**config.mk**
```make
export PLATFORM = sky130hd
export DESIGN_NAME = masked_color_key_blit
export DESIGN_NICKNAME = d
export VERILOG_FILES = /design/src/rtl/core/mckb_pkg.sv /design/src/rtl/core/mckb_regs.sv /design/src/rtl/core/masked_color_key_blit.sv
export SDC_FILE = /design/constraint.sdc
export NUM_CORES = 1
export LEC_CHECK = 0
export BUFFER_PORTS_ARGS = -buffer_cell sky130_fd_sc_hd__buf_2
export CAP_MARGIN = 0
export CORE_AREA = 2 2 200 281
export DETAILED_ROUTE_END_ITERATION = 8
export DIE_AREA = 0 0 202 283
export PLACE_DENSITY_LB_ADDON = 0.3
export SETUP_SLACK_MARGIN = 0.3
export SYNTH_ARGS = -nofsm -noshare
export SYNTH_HDL_FRONTEND = slang
export SYNTH_SLANG_ARGS = --single-unit
```
**constraint.sdc**
```tcl
create_clock -name clk_i -period 4.85 [get_ports clk_i]
set_input_delay 0.7275 -clock clk_i [delete_from_list [all_inputs] [get_ports clk_i]]
set_output_delay 0.7275 -clock clk_i [all_outputs]
set_load 0.1 [all_outputs]
```
**src/rtl/core/mckb_pkg.sv**
```systemverilog
// ----------------------------------------------------------------------------
// mckb_pkg
// shared types and constants of the masked color-key blitter
// ----------------------------------------------------------------------------
package mckb_pkg;

  // largest image side in pixels, larger programmed sizes saturate here
  localparam int unsigned MaxDim  = 4096;
  // width of a programmed size field
  localparam int unsigned DimW    = 13;
  // width of a window / destination coordinate
  localparam int unsigned CoordW  = 12;
  // width of a programmed origin
  localparam int unsigned OrigW   = 14;
  localparam int unsigned PixW    = 32;
  localparam int unsigned AddrW   = 5;

  localparam logic [DimW-1:0]  MaxDimVal   = DimW'(MaxDim);
  localparam logic [PixW-1:0]  OpaqueBlack = 32'h0000_00FF;

  // register map, byte address is 4 * index
  typedef enum logic [2:0] {
    RegDstOriginX = 3'd0,
    RegDstOriginY = 3'd1,
    RegSrcOriginX = 3'd2,
    RegSrcOriginY = 3'd3,
    RegKeyColor   = 3'd4,
    RegDstDims    = 3'd5,
    RegSrcDims    = 3'd6,
    RegMaskDims   = 3'd7
  } reg_idx_e;

  // decoded configuration, sizes already saturated
  typedef struct packed {
    logic signed [OrigW-1:0] dst_x;
    logic signed [OrigW-1:0] dst_y;
    logic signed [OrigW-1:0] src_x;
    logic signed [OrigW-1:0] src_y;
    logic [PixW-1:0]         key;
    logic [DimW-1:0]         dst_w;
    logic [DimW-1:0]         dst_h;
    logic [DimW-1:0]         src_w;
    logic [DimW-1:0]         src_h;
    logic [DimW-1:0]         mask_w;
    logic [DimW-1:0]         mask_h;
  } cfg_t;

  function automatic logic [DimW-1:0] clamp_dim(input logic [DimW-1:0] d);
    return (d > MaxDimVal) ? MaxDimVal : d;
  endfunction

endpackage

```
**src/rtl/core/mckb_regs.sv**
```systemverilog
// ----------------------------------------------------------------------------
// mckb_regs
// apb configuration registers of the blitter, decoded into cfg_t
// ----------------------------------------------------------------------------
module mckb_regs import mckb_pkg::*; (
  input  logic             clk_i,
  input  logic             rst_ni,
  input  logic             psel,
  input  logic             penable,
  input  logic             pwrite,
  input  logic [AddrW-1:0] paddr,
  input  logic [31:0]      pwdata,
  output logic [31:0]      prdata,
  output logic             pready,
  output cfg_t             cfg_o
);

  logic [OrigW-1:0]  dst_x_q, dst_y_q, src_x_q, src_y_q;
  logic [PixW-1:0]   key_q;
  logic [2*DimW-1:0] dst_dims_q, src_dims_q, mask_dims_q;
  reg_idx_e          idx;
  logic              wr_en;

  assign idx    = reg_idx_e'(paddr[AddrW-1:2]);
  assign wr_en  = psel & penable & pwrite;
  assign pready = 1'b1;

  always_ff @(posedge clk_i or negedge rst_ni) begin
    if (!rst_ni) begin
      dst_x_q     <= '0;
      dst_y_q     <= '0;
      src_x_q     <= '0;
      src_y_q     <= '0;
      key_q       <= '0;
      dst_dims_q  <= '0;
      src_dims_q  <= '0;
      mask_dims_q <= '0;
    end else if (wr_en) begin
      case (idx)
        RegDstOriginX: dst_x_q     <= pwdata[OrigW-1:0];
        RegDstOriginY: dst_y_q     <= pwdata[OrigW-1:0];
        RegSrcOriginX: src_x_q     <= pwdata[OrigW-1:0];
        RegSrcOriginY: src_y_q     <= pwdata[OrigW-1:0];
        RegKeyColor:   key_q       <= pwdata;
        RegDstDims:    dst_dims_q  <= pwdata[2*DimW-1:0];
        RegSrcDims:    src_dims_q  <= pwdata[2*DimW-1:0];
        RegMaskDims:   mask_dims_q <= pwdata[2*DimW-1:0];
        default: ;
      endcase
    end
  end

  always_comb begin
    case (idx)
      RegDstOriginX: prdata = {{(32-OrigW){1'b0}}, dst_x_q};
      RegDstOriginY: prdata = {{(32-OrigW){1'b0}}, dst_y_q};
      RegSrcOriginX: prdata = {{(32-OrigW){1'b0}}, src_x_q};
      RegSrcOriginY: prdata = {{(32-OrigW){1'b0}}, src_y_q};
      RegKeyColor:   prdata = key_q;
      RegDstDims:    prdata = {{(32-2*DimW){1'b0}}, dst_dims_q};
      RegSrcDims:    prdata = {{(32-2*DimW){1'b0}}, src_dims_q};
      RegMaskDims:   prdata = {{(32-2*DimW){1'b0}}, mask_dims_q};
      default:       prdata = '0;
    endcase
  end

  // width in the upper field, height in the lower one
  always_comb begin
    cfg_o.dst_x  = dst_x_q;
    cfg_o.dst_y  = dst_y_q;
    cfg_o.src_x  = src_x_q;
    cfg_o.src_y  = src_y_q;
    cfg_o.key    = key_q;
    cfg_o.dst_w  = clamp_dim(dst_dims_q[2*DimW-1:DimW]);
    cfg_o.dst_h  = clamp_dim(dst_dims_q[DimW-1:0]);
    cfg_o.src_w  = clamp_dim(src_dims_q[2*DimW-1:DimW]);
    cfg_o.src_h  = clamp_dim(src_dims_q[DimW-1:0]);
    cfg_o.mask_w = clamp_dim(mask_dims_q[2*DimW-1:DimW]);
    cfg_o.mask_h = clamp_dim(mask_dims_q[DimW-1:0]);
  end

endmodule

```
**src/rtl/core/masked_color_key_blit.sv**
```systemverilog
// ----------------------------------------------------------------------------
// masked_color_key_blit
// masked color-key blitter: one mask raster position per transfer, one
// write decision with destination coordinates per transfer
// ----------------------------------------------------------------------------
//
// channel   direction  handshake                  payload
// -------   ---------  -------------------------  ---------------------------
// in        sink       in_valid_i / in_ready_o    source_pixel_i, mask_pixel_i
// out       source     out_valid_o / out_ready_i  write_enable_o, dest_col_o,
//                                                 dest_row_o, write_color_o,
//                                                 last_o
// cfg       apb slave  psel/penable/pwrite        paddr, pwdata, prdata
//
// - one transfer per clock in and out while the output is not stalled; a
//   taken transfer passes the input register, then the result register
// - throughput is set by the two-entry register pipeline: while the
//   output is stalled the input register still takes one more transfer
// - reset clears the configuration and the raster counters to zero; no
//   clearing pass is needed, the block takes transfers right after reset
// - the raster counters advance on each input transfer, configuration
//   writes never move them
// ----------------------------------------------------------------------------
module masked_color_key_blit import mckb_pkg::*; (
  input  logic              clk_i,
  input  logic              rst_ni,
  // configuration port
  input  logic              psel,
  input  logic              penable,
  input  logic              pwrite,
  input  logic [AddrW-1:0]  paddr,
  input  logic [31:0]       pwdata,
  output logic [31:0]       prdata,
  output logic              pready,
  // pixel input
  input  logic              in_valid_i,
  output logic              in_ready_o,
  input  logic [PixW-1:0]   source_pixel_i,
  input  logic [PixW-1:0]   mask_pixel_i,
  // write decisions
  output logic              out_valid_o,
  input  logic              out_ready_i,
  output logic              write_enable_o,
  output logic [CoordW-1:0] dest_col_o,
  output logic [CoordW-1:0] dest_row_o,
  output logic [PixW-1:0]   write_color_o,
  output logic              last_o
);

  cfg_t cfg;

  mckb_regs u_regs (
    .clk_i   (clk_i),
    .rst_ni  (rst_ni),
    .psel    (psel),
    .penable (penable),
    .pwrite  (pwrite),
    .paddr   (paddr),
    .pwdata  (pwdata),
    .prdata  (prdata),
    .pready  (pready),
    .cfg_o   (cfg)
  );

  // --------------------------------------------------------------------------
  // handshake and pipeline control
  // --------------------------------------------------------------------------
  logic in_fire, s1_adv;
  logic s1_valid_q, out_valid_q;

  assign s1_adv      = !out_valid_q || out_ready_i;
  assign in_ready_o  = !s1_valid_q || s1_adv;
  assign in_fire     = in_valid_i && in_ready_o;
  assign out_valid_o = out_valid_q;

  // --------------------------------------------------------------------------
  // raster counters over the mask, stepped on each input transfer
  // --------------------------------------------------------------------------
  logic [CoordW-1:0] col_q, row_q, col_d, row_d;
  logic [DimW-1:0]   col_inc, row_inc;
  logic              mask_empty, last_d;

  assign mask_empty = (cfg.mask_w == '0) || (cfg.mask_h == '0);
  assign col_inc    = {1'b0, col_q} + DimW'(1);
  assign row_inc    = {1'b0, row_q} + DimW'(1);

  always_comb begin
    if (mask_empty) begin
      // empty mask: every position closes the raster
      col_d  = '0;
      row_d  = '0;
      last_d = 1'b1;
    end else if (col_inc >= cfg.mask_w) begin
      // end of line, also catches a column left beyond a shrunk mask
      col_d  = '0;
      last_d = (row_inc >= cfg.mask_h);
      row_d  = last_d ? '0 : row_inc[CoordW-1:0];
    end else begin
      col_d  = col_inc[CoordW-1:0];
      row_d  = row_q;
      last_d = 1'b0;
    end
  end

  // --------------------------------------------------------------------------
  // input register: pixels plus the window position they belong to
  // --------------------------------------------------------------------------
  logic [PixW-1:0]   s1_src_q, s1_msk_q;
  logic [CoordW-1:0] s1_col_q, s1_row_q;
  logic              s1_last_q;

  always_ff @(posedge clk_i or negedge rst_ni) begin
    if (!rst_ni) begin
      col_q      <= '0;
      row_q      <= '0;
      s1_valid_q <= 1'b0;
    end else begin
      if (in_fire) begin
        col_q      <= col_d;
        row_q      <= row_d;
        s1_valid_q <= 1'b1;
      end else if (s1_adv) begin
        s1_valid_q <= 1'b0;
      end
    end
  end

  always_ff @(posedge clk_i) begin
    if (in_fire) begin
      s1_src_q  <= source_pixel_i;
      s1_msk_q  <= mask_pixel_i;
      s1_col_q  <= col_q;
      s1_row_q  <= row_q;
      s1_last_q <= last_d;
    end
  end

  // --------------------------------------------------------------------------
  // write decision: clip against all three images, mask and color key
  // --------------------------------------------------------------------------
  // origin plus offset, one guard bit so a negative sum shows; the sum cannot overflow
  logic [OrigW:0] dx, dy, sx, sy;
  logic           dst_in, src_in, mask_in, pix_ok, en;

  assign dx = {cfg.dst_x[OrigW-1], cfg.dst_x} + {{(OrigW+1-CoordW){1'b0}}, s1_col_q};
  assign dy = {cfg.dst_y[OrigW-1], cfg.dst_y} + {{(OrigW+1-CoordW){1'b0}}, s1_row_q};
  assign sx = {cfg.src_x[OrigW-1], cfg.src_x} + {{(OrigW+1-CoordW){1'b0}}, s1_col_q};
  assign sy = {cfg.src_y[OrigW-1], cfg.src_y} + {{(OrigW+1-CoordW){1'b0}}, s1_row_q};

  // a sum below its bound also proves the bound nonzero
  assign dst_in = !dx[OrigW] && (dx[OrigW-1:0] < {{(OrigW-DimW){1'b0}}, cfg.dst_w})
               && !dy[OrigW] && (dy[OrigW-1:0] < {{(OrigW-DimW){1'b0}}, cfg.dst_h});
  assign src_in = !sx[OrigW] && (sx[OrigW-1:0] < {{(OrigW-DimW){1'b0}}, cfg.src_w})
               && !sy[OrigW] && (sy[OrigW-1:0] < {{(OrigW-DimW){1'b0}}, cfg.src_h});
  assign mask_in = ({1'b0, s1_col_q} < cfg.mask_w) && ({1'b0, s1_row_q} < cfg.mask_h);

  // opaque black mask, visible source alpha, source not the key color
  assign pix_ok = (s1_msk_q == OpaqueBlack) && (s1_src_q[7:0] != 8'h00)
               && (s1_src_q != cfg.key);

  assign en = dst_in && src_in && mask_in && pix_ok;

  // --------------------------------------------------------------------------
  // result register, payload zeroed when no write is made
  // --------------------------------------------------------------------------
  logic              we_q, last_q;
  logic [CoordW-1:0] dcol_q, drow_q;
  logic [PixW-1:0]   color_q;

  always_ff @(posedge clk_i or negedge rst_ni) begin
    if (!rst_ni) begin
      out_valid_q <= 1'b0;
    end else if (s1_adv) begin
      out_valid_q <= s1_valid_q;
    end
  end

  always_ff @(posedge clk_i) begin
    if (s1_adv && s1_valid_q) begin
      we_q    <= en;
      dcol_q  <= en ? dx[CoordW-1:0] : '0;
      drow_q  <= en ? dy[CoordW-1:0] : '0;
      color_q <= en ? s1_src_q : '0;
      last_q  <= s1_last_q;
    end
  end

  assign write_enable_o = we_q;
  assign dest_col_o     = dcol_q;
  assign dest_row_o     = drow_q;
  assign write_color_o  = color_q;
  assign last_o         = last_q;

  // --------------------------------------------------------------------------
  // assertions
  // --------------------------------------------------------------------------
  // an empty mask closes the raster on every position
  a_empty_last: assert property (@(posedge clk_i) disable iff (!rst_ni)
    in_fire && mask_empty |=> s1_last_q)
    else $error("empty mask transfer not marked last");

  // a write never carries a transparent pixel
  a_we_alpha: assert property (@(posedge clk_i) disable iff (!rst_ni)
    out_valid_o && write_enable_o |-> write_color_o[7:0] != 8'h00)
    else $error("write enabled for transparent source pixel");

  // no write means an all-zero payload
  a_idle_zero: assert property (@(posedge clk_i) disable iff (!rst_ni)
    out_valid_o && !write_enable_o |->
      dest_col_o == '0 && dest_row_o == '0 && write_color_o == '0)
    else $error("payload not cleared on disabled write");

  // an empty mask holds the raster counters at zero
  a_cnt_zero: assert property (@(posedge clk_i) disable iff (!rst_ni)
    in_fire && mask_empty |=> col_q == '0 && row_q == '0)
    else $error("raster counters moved on empty mask");

endmodule
```
==> flow_summary.yaml <==
status:
  status: "finished with violations"
  failed_checks: "negative setup slack"
yosys:
  synth_xor_area_share_pct: 4.16
  synthAdderAreaFrac_pct: 10.1
  synth_area_leaders: "dfrtp_1, edfxtp_1, ha_1, mux2_2, nand2_1"
  syn_inst: 1647
  synthSimpleGateAreaFrac_pct: 11.7
  yosys.area.top_type: "dfrtp_1"
  async_reset_ff_share_pct: 56.6
  synth-edff-count: 147
  netlist_area_sq_mm: 0.0189
  synth_nets: 1905
  avgSynthCellArea_sq_um: 11.5
  synth_mux_area_share_pct: 12.6
  synth_top_family_by_area: "multiplexers"
  ys_types: 67
  synth_compound_area_share_pct: 9.90
  yosys.area.top_type_share_pct: 25.4
  yosysSeqAreaShare_pct: 48.7
  ys_ff_latch: 339
  ys.flop_type: "dfrtp_1"
  synth-warning-count: 0
route:
  dr.pass1.iters: 5
  drc: 0
  wl_per_cell_um: 22.3
  drt-total-wl_um: 61800
  viasPerCell: 5.24
  ant_nets: 0
  first_iter_violations: 838
  num_vias: 14546
global_route:
  grt_use_total_pct: 21.5
  grt_pass1_vias: 14918
  grt_antenna_before_repair: 5
  grt_pass1_wl_um: 92100
  grt_use_met2_pct: 36.8
  grt_use_met3_pct: 3.46
  gr-max-usage-layer: "met2"
  grt_max_degree: 106
  grtUsageMet1_pct: 25.9
  globalRouteOverflowTotal: 0
cts:
  cts_buffer_depth: 3
  path_clk_slew_ps: 70
  ctsHoldBuffers: 0
  root_buffer: "clkbuf_16"
  cts_tree: "built"
  cts_sinks: 339
  htree_levels: 2
  clk_latency_ps: 570
  cts_buffers: 38
finish:
  syn_to_final_growth_pct: 25.4
  fin_nets: 2274
  postLayoutCoreUtil_pct: 43.4
  drive_gt1_share_pct: 34.7
  n_fill_cell: 5093
  multiInputGateArea_sq_mm: 0.00942
  seq_area_sq_mm: 0.00922
  instances_no_fill: 2776
power_and_ir_drop:
  p_switching_mw: 4.17
  p_leak_nw: 10.7
  combPwrFrac_pct: 37.0
  power_frac_seq_pct: 35.0
  intPower_mw: 7.04
  irDropWorstVdd_uv: 248
  sw_frac_of_total_pct: 37.2
  pwr-share-clk_pct: 28.0
  p_per_area_mw_per_mm2: 472
  finalPower_mw: 11.2
worst_setup_path:
  path_delay_family: "buffers and inverters"
  cp_max_fo: 6
  r2r_slack_ps: -400
  crit_buf_inv: 22
  critPathRequiredTime_ps: 5280
  reg2reg_from: "s1_col_q[0]$_DFFE_PP_"
  reg2reg_to: "write_color_o[25]$_SDFFCE_PN0P_"
  cp_slowest_stage_delay_ps: 500
  cp_common_cell: "buf_4"
  worstSetupStartpointType: "register"
  cp.arrival_ps: 5680
  slowest_stage: "edfxtp_1"
  endpoint_kind: "register"
  reg2reg_depth: 33
  critical_path_class: "register to register"
floorplanning:
  core_sq_mm: 0.0548
  die_h_um: 283
  die_w_um: 202
  dieArea_sq_mm: 0.0572
  start_util_pct: 34.6
  rows: 102
  ioPinCount: 201
flow_run:
  drv_cap: 0
sta:
  final.period_utilization_pct: 108
  slew_headroom_pct: 29.1
  finalClockSkew_ps: 23.0
  finalSetupViolations: 57
  period_minus_slack_ps: 5250
  setup_ws_ps: -398
  finalMaxSlewViolations: 0
  whs_ps: 85.8
  rsz0062_at_grt: "true"
  hold_violations: 0
  worst_pin_slew_ps: 1040
  fmaxAchievable_ghz: 0.191
min_path:
  hp-class: "input port to asynchronous set/reset pin"
placement:
  place.port_buffers: 197
  gp_congestion: 0.911
  post-dp-hpwl_um: 47000
  pre_cts_ws_ps: -437
  place_inst: 2669
==> state kept, by name, indices dropped and copies added, names as in the netlist, 14 cells and up <==
register and flops:
u_regs.dst_x_q 14, write_color_o 32, u_regs.dst_y_q 14, u_regs.key_q 32
u_regs.dst_dims_q 26, u_regs.mask_dims_q 26, s1_src_q 32, u_regs.src_x_q 14
s1_msk_q 32, u_regs.src_y_q 14, u_regs.src_dims_q 26
==> through the flow <==
stage | area, sq um | setup TNS (ps)
floorplan | 19000 | 0
global route | 23800 | -28490
finish | 23800 | -18610
global placement | 21800 | -17010
detailed placement | 21800 | -18800
CTS | 23600 | -9980
==> power by group through the flow <==
stage / clock network, mW / logic [mW] / registers [mW]
finish: 3.14 / 4.14 / 3.92
detailed placement: 0 / 3.97 / 3.96
floorplan: 0 / 2.42 / 3.98
global placement: 0 / 3.89 / 3.95
global route: 3.33 / 4.51 / 3.97
CTS: 3.22 / 4.10 / 3.91
==> worst reg2reg max path, delay by kind of cell, from the launching register on <==
family                     cells  cell delay, ps
AOI/OAI and AO/OA              6            1080
DFF                            1             500
and+or+nand+nor                3             390
adders and majority gates      2             340
buffers and inverters         22            2810
==> timing repair <==
action | CTS | global route
gates resized for setup | 42 | 19
cloned | 1 | 1
pin swaps | 25 | 12
endpoints found under the setup margin | 57 | 57
buffers inserted | 32 | 1
==> routing by layer <==
layer  up-vias  part of all wire [%]
met1      7153                    40
li1       6778                     -
met5         -                 0.023
met3       165                   4.9
met2       446                    49
met4         4                   5.7
==> worst max path at each step <==
stage	startpoint	to	slack [ps]	cells after the start
after global placement	s1_row_q[0]$_DFFE_PP_	dest_col_o[2]$_SDFFCE_PN0P_	-360	21
final	s1_col_q[0]$_DFFE_PP_	write_color_o[25]$_SDFFCE_PN0P_	-400	33
after detailed placement	s1_col_q[1]$_DFFE_PP_	dest_col_o[2]$_SDFFCE_PN0P_	-440	20
after global routing	s1_col_q[0]$_DFFE_PP_	dest_col_o[1]$_SDFFCE_PN0P_	-580	33
after floorplan	s1_col_q[0]$_DFFE_PP_	dest_row_o[10]$_SDFFCE_PN0P_	130	22
after CTS	s1_col_q[0]$_DFFE_PP_	dest_col_o[1]$_SDFFCE_PN0P_	-240	23
==> cell usage in the layout (no fill, tap or decap), drive strengths merged, types with 16 or more instances in the layout <==
| cell | count |
|---|---|
| a21oi | 66 |
| inv | 88 |
| xnor2 | 35 |
| nand2b | 19 |
| nand2 | 129 |
| nand4 | 16 |
| ha | 146 |
| mux4 | 19 |
| nor4 | 24 |
| nand3 | 31 |
| xor2 | 55 |
| edfxtp | 147 |
| a22o | 17 |
| a21o | 30 |
| nor2 | 127 |
| dfrtp | 192 |
| clkbuf | 47 |
| mux2 | 160 |
| nor2b | 32 |
| a211oi | 20 |
| o21ai | 67 |
| buf | 380 |
| and2 | 20 |
==> cell type report <==
cell class,instances,share of cell area (%)
multi-input cells,1169,39.7
flip-flops and latches,339,38.8
repair buffers,382,10.6
clock buffers,45,4.51
well taps,728,3.83
inverters,86,1.37
clock inverters,24,1.20
diodes,3,0.0316
==> cells by family after synthesis <==
logic type,after synthesis
AND/OR/NAND/NOR,447
flip-flops,339
AO/OA/AOI/OAI,287
multiplexers,194
adder cells (fa/ha/maj),150
buffers and inverters,139
XOR/XNOR,90
other,1
==> Yosys cell counts (all sizes together), types with 24 or more instances <==
master and number:
o21ai 67, nor4 24, a21oi 66, nand2 129
inv 85, ha 146, mux2 160, clkbuf 39
xnor2 35, nor2 127, dfrtp 192, a21o 30
xor2 55, edfxtp 147, nand3 31, nor2b 32
Power figures use the tool's default switching activity.
